**src/hw/rtl/arx_plant_simulator_top_defines.svh**
```systemverilog
// Assertion macros shared by the ARX plant simulator RTL.
`ifndef ARX_PLANT_SIMULATOR_TOP_DEFINES_SVH
`define ARX_PLANT_SIMULATOR_TOP_DEFINES_SVH

// Implication checked in the same cycle.
`define ARX_ASSERT_IMP(label, clk, rst, ante, cons, msg) \
   label: assert property (@(posedge clk) disable iff (rst) (ante) |-> (cons)) \
      else $error(msg);

// Implication checked in the next cycle.
`define ARX_ASSERT_NEXT(label, clk, rst, ante, cons, msg) \
   label: assert property (@(posedge clk) disable iff (rst) (ante) |=> (cons)) \
      else $error(msg);

`endif

```
**src/hw/rtl/arx_pkg.sv**
```systemverilog
// Shared types and constants of the ARX plant simulator.
package arx_pkg;

   localparam int CFG_W    = 4;
   localparam int CSR_IDX_W = 2;
   localparam int MODE_W   = 2;
   localparam int TAP_W    = 3;
   localparam int COEF_W   = 18;
   localparam int SAMPLE_W = 16;
   localparam int NOISE_W  = 15;
   localparam int STATUS_W = 2;
   localparam int PROD_W   = COEF_W + SAMPLE_W;
   localparam int FACT_W   = 23;
   localparam int DEN_W    = FACT_W + COEF_W;
   localparam int QUOT_W   = 17;

   localparam logic [FACT_W-1:0] NOISE_BASE = 23'd6520633;
   localparam logic [FACT_W-1:0] NOISE_DEN  = 23'd6553400;

   localparam logic [QUOT_W-1:0] Q_POS_LIM = 17'd32767;
   localparam logic [QUOT_W-1:0] Q_NEG_LIM = 17'd32768;
   localparam logic [SAMPLE_W-1:0] SAT_POS = 16'h7FFF;
   localparam logic [SAMPLE_W-1:0] SAT_NEG = 16'h8000;

   localparam logic [CSR_IDX_W-1:0] CSR_INPUT_DELAY = 2'd0;
   localparam logic [CSR_IDX_W-1:0] CSR_B_TAPS      = 2'd1;
   localparam logic [CSR_IDX_W-1:0] CSR_A_TAPS      = 2'd2;

   typedef enum logic [1:0] {
      MODE_SAMPLE = 2'd0,
      MODE_WR_B   = 2'd1,
      MODE_WR_A   = 2'd2,
      MODE_CLEAR  = 2'd3
   } mode_type;

   typedef enum logic [1:0] {
      STAT_OK      = 2'd0,
      STAT_SAT     = 2'd1,
      STAT_A0_ZERO = 2'd2
   } status_type;

   typedef enum logic [1:0] {
      KIND_B,
      KIND_A,
      KIND_A0
   } kind_type;

   typedef enum logic [3:0] {
      S_IDLE,
      S_MAC,
      S_ABS,
      S_MUL_LO,
      S_MUL_HI,
      S_PREP,
      S_START,
      S_DIV,
      S_FIN
   } state_type;

   typedef enum logic [1:0] {
      DIV_IDLE,
      DIV_CHECK,
      DIV_RUN,
      DIV_DONE
   } div_state_type;

   typedef struct packed {
      logic              done;
      logic              ovf;
      logic [QUOT_W-1:0] quot;
   } div_res_type;

endpackage

```
**src/hw/rtl/arx_div.sv**
```systemverilog
// Serial restoring divider giving a short quotient and an overflow flag.
module arx_div #(
   parameter int N_W = 63
) (
   input  logic                clock,
   input  logic                reset,
   input  logic                start,
   input  logic [N_W-1:0]      num,
   input  logic [N_W-1:0]      dvs,
   output arx_pkg::div_res_type res
);
   import arx_pkg::*;

   localparam int CNT_W = $clog2(QUOT_W);

   div_state_type     state_ff, state_in;
   logic [N_W-1:0]    rem_ff, rem_in;
   logic [N_W-1:0]    dsh_ff, dsh_in;
   logic [QUOT_W-1:0] quot_ff, quot_in;
   logic              ovf_ff, ovf_in;
   logic [CNT_W-1:0]  cnt_ff, cnt_in;
   logic              ge;

   assign ge = (rem_ff >= dsh_ff);

   always_ff @(posedge clock) begin
      if (reset) begin
         state_ff <= DIV_IDLE;
      end else begin
         state_ff <= state_in;
      end
   end

   always_ff @(posedge clock) begin
      rem_ff  <= rem_in;
      dsh_ff  <= dsh_in;
      quot_ff <= quot_in;
      ovf_ff  <= ovf_in;
      cnt_ff  <= cnt_in;
   end

   always_comb begin
      state_in = state_ff;
      rem_in   = rem_ff;
      dsh_in   = dsh_ff;
      quot_in  = quot_ff;
      ovf_in   = ovf_ff;
      cnt_in   = cnt_ff;
      unique case (state_ff)
         DIV_IDLE: begin
            if (start) begin
               rem_in   = num;
               dsh_in   = dvs << QUOT_W;
               quot_in  = '0;
               ovf_in   = 1'b0;
               state_in = DIV_CHECK;
            end
         end
         DIV_CHECK: begin
            // A quotient that needs more bits than we keep is flagged at once.
            if (ge) begin
               ovf_in   = 1'b1;
               state_in = DIV_DONE;
            end else begin
               dsh_in   = dsh_ff >> 1;
               cnt_in   = CNT_W'(QUOT_W - 1);
               state_in = DIV_RUN;
            end
         end
         DIV_RUN: begin
            if (ge) begin
               rem_in = rem_ff - dsh_ff;
            end
            quot_in = {quot_ff[QUOT_W-2:0], ge};
            dsh_in  = dsh_ff >> 1;
            if (cnt_ff == '0) begin
               state_in = DIV_DONE;
            end else begin
               cnt_in = cnt_ff - 1'b1;
            end
         end
         DIV_DONE: begin
            state_in = DIV_IDLE;
         end
      endcase
   end

   assign res = '{done: (state_ff == DIV_DONE), ovf: ovf_ff, quot: quot_ff};

endmodule

```
**config.mk**
```make
export PLATFORM = sky130hd
export DESIGN_NAME = arx_div
export DESIGN_NICKNAME = d
export VERILOG_FILES = /design/src/hw/rtl/arx_plant_simulator_top_defines.svh /design/src/hw/rtl/arx_pkg.sv /design/src/hw/rtl/arx_div.sv
export SDC_FILE = /design/constraint.sdc
export NUM_CORES = 1
export LEC_CHECK = 0
export BUFFER_PORTS_ARGS = -buffer_cell sky130_fd_sc_hd__buf_2
export CAP_MARGIN = 15
export CORE_MARGIN = 10
export CORE_UTILIZATION = 45
export CTS_BUF_LIST = sky130_fd_sc_hd__clkbuf_4
export DETAILED_ROUTE_END_ITERATION = 8
export GPL_TIMING_DRIVEN = 0
export PLACE_DENSITY = 0.74
export SLEW_MARGIN = 30
export SYNTH_ARGS = -nofsm -noshare
export SYNTH_HDL_FRONTEND = slang
export SYNTH_SLANG_ARGS = --single-unit
export TNS_END_PERCENT = 50
```
**constraint.sdc**
```tcl
create_clock -name clock -period 12.1 [get_ports clock]
set_input_delay 1.21 -clock clock [delete_from_list [all_inputs] [get_ports clock]]
set_output_delay 1.21 -clock clock [all_outputs]
set_load 0.01 [all_outputs]
```
======== Word level (Yosys, flattened, before mapping) ========
Cells that the tools add are included.
storage, ports and cells
  memory bits (read-only) ................. 0
  word-level logic and storage cells ...... 48
  output and inout port bits .............. 19
  register bits ........................... 151
  latch bits .............................. 0
  bits in writable memories ............... 0
  memories kept ........................... 0
  bits of input ports ..................... 129
cells by class
  bitwise gates (word level) .............. 0
  multiply operators ...................... 0
  mux-type cells .......................... 18
  equality and inequality tests ........... 9
  $add $sub $neg .......................... 2
  order comparisons ....................... 1
  reduce and logical (&&, ||, !) cells .... 12
  shift-type cells ........................ 0
  divide/modulo/power cells ............... 0
operators with widths
  kind                                                                count
  63-bit 2-to-1 mux                                                   4
  63-bit case mux with 3 select lines                                 1
  63-bit case mux with 2 select lines                                 1
  63-bit >= comparator                                                1
  63-bit subtractor                                                   1
  17-bit case mux with 2 select lines                                 1
  17-bit 2-to-1 mux                                                   1
  2-bit inequality test, second input constant                        6
  3-bit AND reduction                                                 4
  5-bit 2-to-1 mux                                                    2
  5-bit case mux with 2 select lines                                  1
  2-bit case mux with 4 select lines                                  1
  2-bit nonzero test                                                  3
  5-bit logical NOT                                                   1
  5-bit by 1-bit subtractor with 5-bit output, second input constant  1
  2-bit == test, second input constant                                2
  2-bit 2-to-1 mux                                                    2
  2-bit AND reduction                                                 2
  1-bit 2-to-1 mux                                                    3
  3-bit nonzero test                                                  1
  2-bit by 1-bit == test with 1-bit output, second input constant     1
  2-bit logical NOT                                                   1
  1-bit case mux with 2 select lines                                  1

======== Depth between registers and ports, before layout ========
Gate-level depths: netlist of the first run.
  word-level depth ........................ 3
  gate-level depth with buffers ........... 14
  gate-level depth less buffers ........... 14

======== Worst setup path after synthesis of the first run ========
No wires, ideal clock.
  path type ............................... flip-flop to flip-flop
  from .................................... register rem_ff[28]
  to ...................................... register rem_ff[0], enable pin
  data required time ...................... 11595 ps
  period minus slack after synthesis ...... 6278 ps
  buffers on the path ..................... 1
  setup time .............................. 505 ps
  data arrival time ....................... 5773 ps
  cell stages (with the launch flop) ...... 10
  setup slack ............................. 5822 ps
  path through ............................ edfxtp_1 > ha_1 > buf_2 > nand2_1 > or4_4 > or4_4 > o31ai_2 > a221oi_1 > o31a_1 > a21oi_1
on the way
  longest elaborated chain between the ends .. 3
ends and longest elaborated chain
  element                          RTL line       source
  start: declaration               arx_div.sv:17  logic [N_W-1:0] rem_ff, rem_in;
  start signal: assignment         arx_div.sv:35  rem_ff <= rem_in;
  63-bit >= comparator             arx_div.sv:24  assign ge = (rem_ff >= dsh_ff);
  2-bit inequality test (no line)  -
  3-bit AND reduction (no line)    -
Every way passes these cells.
A chain may end at the register's enable or synchronous reset.

======== Worst setup path in the final report of the first run ========
  from .................................... register rem_ff[1]
  to ...................................... register dsh_ff[41], enable pin
on the way
  longest elaborated chain between the ends .. 3
ends and longest elaborated chain
  element                          RTL line       source
  63-bit >= comparator             arx_div.sv:24
  2-bit inequality test (no line)  -
  3-bit AND reduction (no line)    -
  end signal: assignment           arx_div.sv:36  dsh_ff <= dsh_in;
  end: declaration                 arx_div.sv:18  logic [N_W-1:0] dsh_ff, dsh_in;
Every way passes these cells.

==> impl_metrics.py, run 1 <==
metrics = {
    "outcome": {
        "status": "completed",
    },
    "logic_synthesis": {
        "part_of_the_yosys_area_used_for_sequential_elements_pct": 43.2,
        "synth_top_family_by_area": "compound AO/OA/AOI/OAI gates",
        "synth-main-ff-cell": "sky130_fd_sc_hd__edfxtp_1",
        "netlist.area_leader.share_pct": 42.8,
        "synth_edf_count": 149,
        "synthMuxAreaShare_pct": 10.2,
        "synth_simple_gate_area_share_pct": 12.8,
        "synth_top_cells_by_count": "149 x sky130_fd_sc_hd__edfxtp_1, 91 x sky130_fd_sc_hd__mux2_2, 90 x sky130_fd_sc_hd__inv_1, 79 x sky130_fd_sc_hd__a21oi_1, 71 x sky130_fd_sc_hd__nand2_1",
        "synth_fa_ha_area_share_pct": 8.57,
        "ys_warn_count": 0,
        "synth_cell_types": 65,
        "netlist_area_um2": 10500,
        "synthesis.instances": 1026,
        "synth.largest_area_cell": "sky130_fd_sc_hd__edfxtp_1",
        "synth_register_bits": 151,
        "asyncSetResetFlopFracSynth_pct": 0,
        "synth_xor_area_share_pct": 4.36,
        "post_synth.cell_area_avg_um2": 10.2,
        "syn_nets": 1226,
        "synth_compound_gate_area_share_pct": 15.9,
        "synthTopCellsByArea": "sky130_fd_sc_hd__edfxtp_1 43%, sky130_fd_sc_hd__mux2_2 9.8%, sky130_fd_sc_hd__ha_1 8.4%",
        "yosysMostFrequentCell": "sky130_fd_sc_hd__edfxtp_1",
    },
    "grt": {
        "grt_busiest_layer": "met2",
        "grt_remaining_overflow": 0,
        "grtUsageMet1_pct": 23.3,
        "grt_util_all_layers_pct": 18.1,
        "met2_usage_pct": 30.1,
        "grt_first_pass_wirelength_mm": 42.4,
        "met3_use_gr_pct": 4.01,
        "grt_pass1_vias": 8241,
        "grt_antenna_before_repair": 1,
        "grt_start_max_net_pins": 21,
    },
    "die": {
        "vert_die_dim_um": 172,
        "fp.dieW_um": 172,
        "num_rows": 55,
        "coreArea_um2": 22800,
        "boundaryPins": 148,
        "initial_core_utilization_pct": 45.9,
        "dieArea_um2": 29700,
    },
    "timing": {
        "layout_worst_path_cycle_share_pct": 37.2,
        "finalSetupViolCount": 0,
        "worst_slew_pin_slew_ns": 0.878,
        "relSlewSlack_pct": 41.5,
        "finalHoldWorstSlack_ns": 0.534,
        "period_minus_slack_ns": 4.51,
        "grt_setup_unrepaired": "no",
        "finalClockSkew_ns": 0.0418,
        "timing.fmax_mhz": 222,
        "finalHoldViolCount": 0,
        "finalSetupTns_ns": 0,
        "drv_slew": 0,
    },
    "critical_path": {
        "crit-reg2reg-launch": "rem_ff[1]$_DFFE_PP_",
        "r2r_cells": 12,
        "worst_ep_arrival_time_ns": 4.77,
        "regToRegEndpoint": "dsh_ff[41]$_DFFE_PP_",
        "timing.critical_path.from": "rem_ff[1]$_DFFE_PP_",
        "ff2ff_setup_slack_ns": 7.59,
        "setup.worst_path.start_class": "flip-flop",
        "cp.required_ns": 12.36,
        "criticalPathCategory": "reg -> reg",
        "crit_fanout": 20,
        "worst_setup_path_end_kind": "flip-flop",
    },
    "routing": {
        "via_per_inst": 5.50,
        "antenna_violating_nets_post_route": 0,
        "drt_pre_antenna_iters": 5,
        "remaining_drc_errors": 0,
        "route.detailed.wl_per_inst_um": 17.9,
        "route.final.wire_length_mm": 26.9,
        "vias": 8287,
        "initialDrtViolationCount": 684,
    },
    "min_path": {
        "worst_hold_path.num_cells": 1,
        "hold_crit_endpoint": "quot_ff[10]$_SDFFCE_PN0P_",
        "holdCritPathClass": "reg -> reg",
        "timing.hold.worst.start": "quot_ff[9]$_SDFFCE_PN0P_",
    },
    "layout": {
        "finalInstanceArea_um2": 11900,
        "nNetsFinal": 1381,
        "drive_gt1_share_pct": 23.4,
        "areaGrowthSynthToFinish_pct": 13.9,
    },
    "clock_tree": {
        "insertion_delay_ns": 0.58,
        "cts_tree": "yes",
        "clk_pin_slew_ns": 0.16,
        "cts_repair_resize_count": 0,
        "tritoncts_num_sinks": 151,
        "numCtsBuffers": 17,
        "cts-root-buf": "sky130_fd_sc_hd__clkbuf_4",
        "clk_path_buf_depth": 2,
        "cts-hold-fix-buffers": 0,
        "clock_tree.htree_level_count": 4,
        "post-cts-setup-buffer-count": 0,
    },
    "placed_design": {
        "buffer_ports.inserted": 130,
        "dp.final_hpwl_mm": 21.1,
        "gp_routability_congestion": 0.943,
        "postPlaceCellArea_um2": 11700,
    },
    "job": {
        "max_cap_violations": 0,
    },
}
[metal layers]
metal	up-vias	wire length [um]
met4	0	388
met2	258	12900
li1	4065	-
met5	-	0
met3	29	1720
met1	3935	12000
[stage by stage]
stage	cells	worst slack, ns	util [%]
floorplan	1026	5.82	-
global route	1508	7.33	52.3
finish	1508	7.59	52.3
global placement	1469	3.48	50.5
CTS	1507	7.62	52.2
detailed placement	1475	7.66	51.2
[critical path, stage by stage, from the launching register on]
cell                       delay [ns]
sky130_fd_sc_hd__edfxtp_1        0.46
sky130_fd_sc_hd__ha_1            0.33
sky130_fd_sc_hd__nor2b_1         0.15
sky130_fd_sc_hd__o21bai_1        0.20
sky130_fd_sc_hd__a31oi_1         0.19
sky130_fd_sc_hd__a21oi_1         0.38
sky130_fd_sc_hd__o31a_1          0.34
sky130_fd_sc_hd__o31ai_2         0.11
sky130_fd_sc_hd__a221oi_1        0.73
sky130_fd_sc_hd__o31a_1          0.46
sky130_fd_sc_hd__nor2b_1         0.15
sky130_fd_sc_hd__a21oi_4         0.42
sky130_fd_sc_hd__buf_8           0.26
[cell families (layout without fill, tap and decap cells)]
| family | after synthesis | after routing |
|---|---|---|
| compound gates | 251 | 251 |
| xor+xnor | 52 | 52 |
| fa+ha+maj | 71 | 71 |
| buf+inv | 136 | 304 |
| flops | 151 | 151 |
| mux | 95 | 95 |
| other cells | 0 | 1 |
| simple gates | 270 | 270 |
[cell type report]
| cell class | instances | area, um2 |
|---|---|---|
| Clock buffer | 17 | 128 |
| Antenna cell | 1 | 2.50 |
| Fill cell | 2109 | 10900 |
| Timing Repair Buffer | 136 | 791 |
| Sequential cell | 151 | 4510 |
| Inverter | 90 | 338 |
| Tap cell | 313 | 392 |
| Clock inverter | 15 | 116 |
| Buffer | 46 | 185 |
| Multi-Input combinational cell | 739 | 5440 |
[cell usage in the layout (no fill, tap or decap), types with 4 or more instances in the layout]
cell                       synthesis  layout
sky130_fd_sc_hd__edfxtp_1        149     149
sky130_fd_sc_hd__buf_2             4     134
sky130_fd_sc_hd__mux2_2           91      91
sky130_fd_sc_hd__inv_1            90      90
sky130_fd_sc_hd__a21oi_1          79      77
sky130_fd_sc_hd__nand2_1          71      71
sky130_fd_sc_hd__ha_1             70      70
sky130_fd_sc_hd__nor2_1           61      61
sky130_fd_sc_hd__a21o_1           44      44
sky130_fd_sc_hd__and2_1           43      43
sky130_fd_sc_hd__o21ai_0          36      36
sky130_fd_sc_hd__xnor2_1          36      36
sky130_fd_sc_hd__clkbuf_1         35      35
sky130_fd_sc_hd__nor3_1           20      20
sky130_fd_sc_hd__nand4_1          17      17
sky130_fd_sc_hd__clkbuf_4          0      17
sky130_fd_sc_hd__xor2_1           16      16
sky130_fd_sc_hd__o21bai_1         13      13
sky130_fd_sc_hd__nand3_1          12      12
sky130_fd_sc_hd__and3_1           10      10
sky130_fd_sc_hd__o31ai_1          10      10
sky130_fd_sc_hd__a31oi_1           8       8
sky130_fd_sc_hd__o21a_1            8       8
sky130_fd_sc_hd__nor2b_1           7       7
sky130_fd_sc_hd__nand2b_1          6       6
sky130_fd_sc_hd__a221oi_1          6       6
sky130_fd_sc_hd__buf_1             5       5
sky130_fd_sc_hd__o211ai_1          5       5
sky130_fd_sc_hd__nor4_1            5       5
sky130_fd_sc_hd__o311ai_0          5       5
sky130_fd_sc_hd__inv_6             0       5
sky130_fd_sc_hd__or2_2             4       4
sky130_fd_sc_hd__or3_1             4       4
sky130_fd_sc_hd__mux2i_1           4       4
sky130_fd_sc_hd__a21boi_0          4       4
sky130_fd_sc_hd__clkinv_2          0       4
sky130_fd_sc_hd__buf_16            0       4
[registers in the layout, summed over array words and instances, names as in the netlist]
signal and count:
cnt_ff 5, dsh_ff 63, ovf_ff 1, quot_ff 17, rem_ff 63, state_ff 2
[worst max path at each step]
stage                                      end  slack (ns)
after floorplan            rem_ff[0]$_DFFE_PP_        5.82
after global placement    dsh_ff[24]$_DFFE_PP_        3.48
after detailed placement  dsh_ff[39]$_DFFE_PP_        7.66
after CTS                 dsh_ff[41]$_DFFE_PP_        7.62
after global routing      dsh_ff[41]$_DFFE_PP_        7.33
final                     dsh_ff[41]$_DFFE_PP_        7.59
Power of run 1 is not shown: default switching activity piles up to over one toggle a cycle in this logic, so the estimate is an artifact.
==> run 2, diff against run 1 <==
- ABC_AREA: unset -> 1
- PLACE_DENSITY: 0.74 -> 0.76
- clock period: 12.1 -> 3.7 ns (I/O delays scaled with it)
==> run 2 against run 1 <==
Area after synthesis grew 8.8%. Synthesized cell count grew 50%. Critical path depth grew 3. Highest routed layer unchanged. Die area grew 7.7%. Fmax grew 41%. Flip-flop and latch count is the same. Cell count grew 35%. Worst setup slack lost 7.1 ns.
==> impl_metrics.py, run 2 <==
metrics = {
    "timing": {
        "finalSetupTns_ns": 0,
        "finalClockSkew_ns": 0.0209,
        "finalHoldViolCount": 0,
        "drv_slew": 0,
        "timing.fmax_mhz": 314,
        "period_minus_slack_ns": 3.19,
        "worst_slew_pin_slew_ns": 0.952,
        "relSlewSlack_pct": 36.5,
        "finalSetupViolCount": 0,
        "grt_setup_unrepaired": "no",
        "layout_worst_path_cycle_share_pct": 86.1,
    },
    "critical_path": {
        "timing.critical_path.mode_cell": "sky130_fd_sc_hd__nor2_1",
        "cp_slowest_stage_delay_ns": 0.40,
        "worst_ep_arrival_time_ns": 3.49,
        "worst_setup_path_end_kind": "flip-flop",
        "worstPathCellList": "inv_1, ha_1, a21oi_1, nor2_1, nor2_1, nand2_1, nand2_1, a21oi_1, nor2_1, nand2_2, nand2_2, inv_1, nor2_4, buf_8, buf_16",
        "worst-path-buf-inv": 4,
        "cpLargestDelayFamily": "simple AND/OR/NAND/NOR gates",
        "crit_fanout": 23,
        "criticalPathCategory": "reg -> reg",
        "cp.required_ns": 4.00,
        "critical_path_top_delay_cell": "sky130_fd_sc_hd__edfxtp_1",
        "setup.worst_path.start_class": "flip-flop",
    },
    "clock_tree": {
        "tritoncts_num_sinks": 151,
        "clk_path_buf_depth": 2,
        "post-cts-setup-buffer-count": 0,
        "clock_tree.htree_level_count": 4,
        "numCtsBuffers": 17,
        "cts-root-buf": "sky130_fd_sc_hd__clkbuf_4",
        "insertion_delay_ns": 0.60,
        "clk_pin_slew_ns": 0.14,
        "cts_tree": "yes",
    },
    "grt": {
        "met3_use_gr_pct": 3.73,
        "met2_usage_pct": 38.4,
        "grt_busiest_layer": "met2",
        "grt_antenna_before_repair": 1,
        "grtUsageMet1_pct": 32.0,
        "grt_remaining_overflow": 0,
        "grt_start_max_net_pins": 41,
        "grt_util_all_layers_pct": 23.5,
        "grt_first_pass_wirelength_mm": 57.8,
        "grt_pass1_vias": 10501,
    },
    "logic_synthesis": {
        "synth_top_cells_by_count": "384 x sky130_fd_sc_hd__nand2_1, 256 x sky130_fd_sc_hd__inv_1, 170 x sky130_fd_sc_hd__nor2_1, 149 x sky130_fd_sc_hd__edfxtp_1, 139 x sky130_fd_sc_hd__a21oi_1",
        "synth_top_family_by_area": "simple AND/OR/NAND/NOR gates",
        "syn_nets": 1741,
        "synth_fa_ha_area_share_pct": 7.88,
        "synthMuxAreaShare_pct": 0,
        "synthTopCellsByArea": "sky130_fd_sc_hd__edfxtp_1 39%, sky130_fd_sc_hd__nand2_1 13%, sky130_fd_sc_hd__inv_1 8.5%",
        "synth_edf_count": 149,
        "ys_warn_count": 0,
        "synth_simple_gate_area_share_pct": 27.7,
        "synth-main-ff-cell": "sky130_fd_sc_hd__edfxtp_1",
        "synth_cell_types": 45,
        "synth_compound_gate_area_share_pct": 12.8,
        "yosysMostFrequentCell": "sky130_fd_sc_hd__nand2_1",
        "netlist_area_um2": 11400,
        "synthesis.instances": 1541,
        "part_of_the_yosys_area_used_for_sequential_elements_pct": 39.7,
        "asyncSetResetFlopFracSynth_pct": 0,
        "synth_xor_area_share_pct": 2.08,
        "synth.largest_area_cell": "sky130_fd_sc_hd__edfxtp_1",
        "synth_register_bits": 151,
        "netlist.area_leader.share_pct": 39.4,
        "post_synth.cell_area_avg_um2": 7.38,
    },
    "min_path": {
        "holdCritPathClass": "in -> reg",
    },
    "routing": {
        "vias": 10561,
        "route.final.wire_length_mm": 37.1,
        "antenna_violating_nets_post_route": 0,
        "route.detailed.wl_per_inst_um": 18.2,
        "drt_pre_antenna_iters": 5,
        "via_per_inst": 5.17,
        "remaining_drc_errors": 0,
        "initialDrtViolationCount": 927,
    },
    "layout": {
        "final_cell_mix": "384 x sky130_fd_sc_hd__nand2_1, 255 x sky130_fd_sc_hd__inv_1, 169 x sky130_fd_sc_hd__nor2_1",
        "multiInputGateArea_um2": 5750,
        "finalInstanceArea_um2": 12900,
        "num-fill-cells": 2489,
        "drive_gt1_share_pct": 14.9,
        "most_common_library_cell_in_the_layout_ignoring_fill_and_taps": "sky130_fd_sc_hd__nand2_1",
        "layout.area.seq_um2": 4510,
        "final-instance-count-excl-fill": 2041,
        "reg.largest.list": "dsh_ff (63), rem_ff (63), quot_ff (17)",
        "nNetsFinal": 1896,
        "areaGrowthSynthToFinish_pct": 13.4,
    },
    "placed_design": {
        "postPlaceCellArea_um2": 12500,
        "gp_routability_congestion": 0.958,
        "dp.final_hpwl_mm": 30.6,
        "buffer_ports.inserted": 130,
        "dpl.cell_count": 2006,
    },
    "die": {
        "coreArea_um2": 25000,
        "fp.dieW_um": 179,
        "dieArea_um2": 32000,
        "num_rows": 58,
        "boundaryPins": 148,
        "vert_die_dim_um": 179,
        "initial_core_utilization_pct": 45.4,
    },
    "outcome": {
        "status": "completed",
    },
    "job": {
        "max_cap_violations": 0,
    },
}
-- run 2: cell types whose count changed after synthesis, moves of 39 or more --
cell | previous run | this run
sky130_fd_sc_hd__a21o_1 | 44 | 5
sky130_fd_sc_hd__a21oi_1 | 79 | 139
sky130_fd_sc_hd__nor2_1 | 61 | 170
sky130_fd_sc_hd__nand2_1 | 71 | 384
sky130_fd_sc_hd__nand3_1 | 12 | 80
sky130_fd_sc_hd__and2_1 | 43 | 3
sky130_fd_sc_hd__mux2_2 | 91 | 0
sky130_fd_sc_hd__inv_1 | 90 | 256
-- run 2: worst reg2reg max path: cells and delay by family, from the launching register on --
family          cells  cell delay (ns)
compound gates      2             0.31
fa+ha+maj           1             0.30
buf+inv             4             0.60
flops               1             0.40
simple gates        8             1.28
-- run 2: worst paths after layout --
| path | slack (ns) | to | start | depth (start not counted) |
|---|---|---|---|---|
| worst min-delay path | 0.04 | rem_ff[39]$_DFFE_PP_ | num[39] | 3 |
| worst max register to register | 0.51 | dsh_ff[31]$_DFFE_PP_ | dsh_ff[36]$_DFFE_PP_ | 15 |
| worst min register to register | 0.54 | state_ff[0]$_SDFFE_PP0P_ | state_ff[0]$_SDFFE_PP0P_ | 2 |
| worst max-delay path | 0.51 | dsh_ff[31]$_DFFE_PP_ | dsh_ff[36]$_DFFE_PP_ | 15 |
-- run 2: final cells by class --
class	instances	area share [%]
Antenna cell	2	0.0388
Buffer	29	0.883
Clock buffer	18	1.05
Clock inverter	14	1.53
Inverter	267	7.79
Multi-Input combinational cell	1094	44.6
Sequential cell	151	35.0
Tap cell	330	3.20
Timing Repair Buffer	136	5.91
-- run 2: metrics by stage --
stage               setup WS, ns  utilization (%)  hold WS, ns
finish                     0.515             51.5       0.0429
global route               0.255             51.5       0.0264
CTS                        0.515             51.5       0.0174
detailed placement         0.539             50.1        0.517
global placement           -1.57             49.7        0.513
floorplan                -0.0809                -        0.432
-- run 2: routing by layer --
metal	up-vias	part of all wire [%]	wire length, um
met3	38	6.3	2350
li1	5309	-	-
met1	4873	46	17100
met4	0	1.7	613
met5	-	0	0
met2	341	46	17000
-- run 2: what timing repair did --
| item | in CTS | in global routing |
|---|---|---|
| endpoints found under the hold margin | 2 | 0 |
| resized for setup | 0 | 0 |
| hold buffers | 1 | 0 |
-- run 2: kinds of logic (layout without fill, tap and decap cells) --
kind of cell,Yosys count,count (layout)
flops,151,151
simple gates,734,734
fa+ha+maj,71,71
buf+inv,296,464
compound gates,262,262
other cells,0,2
xor+xnor,27,27
Power of run 2 is left out for the same reason.
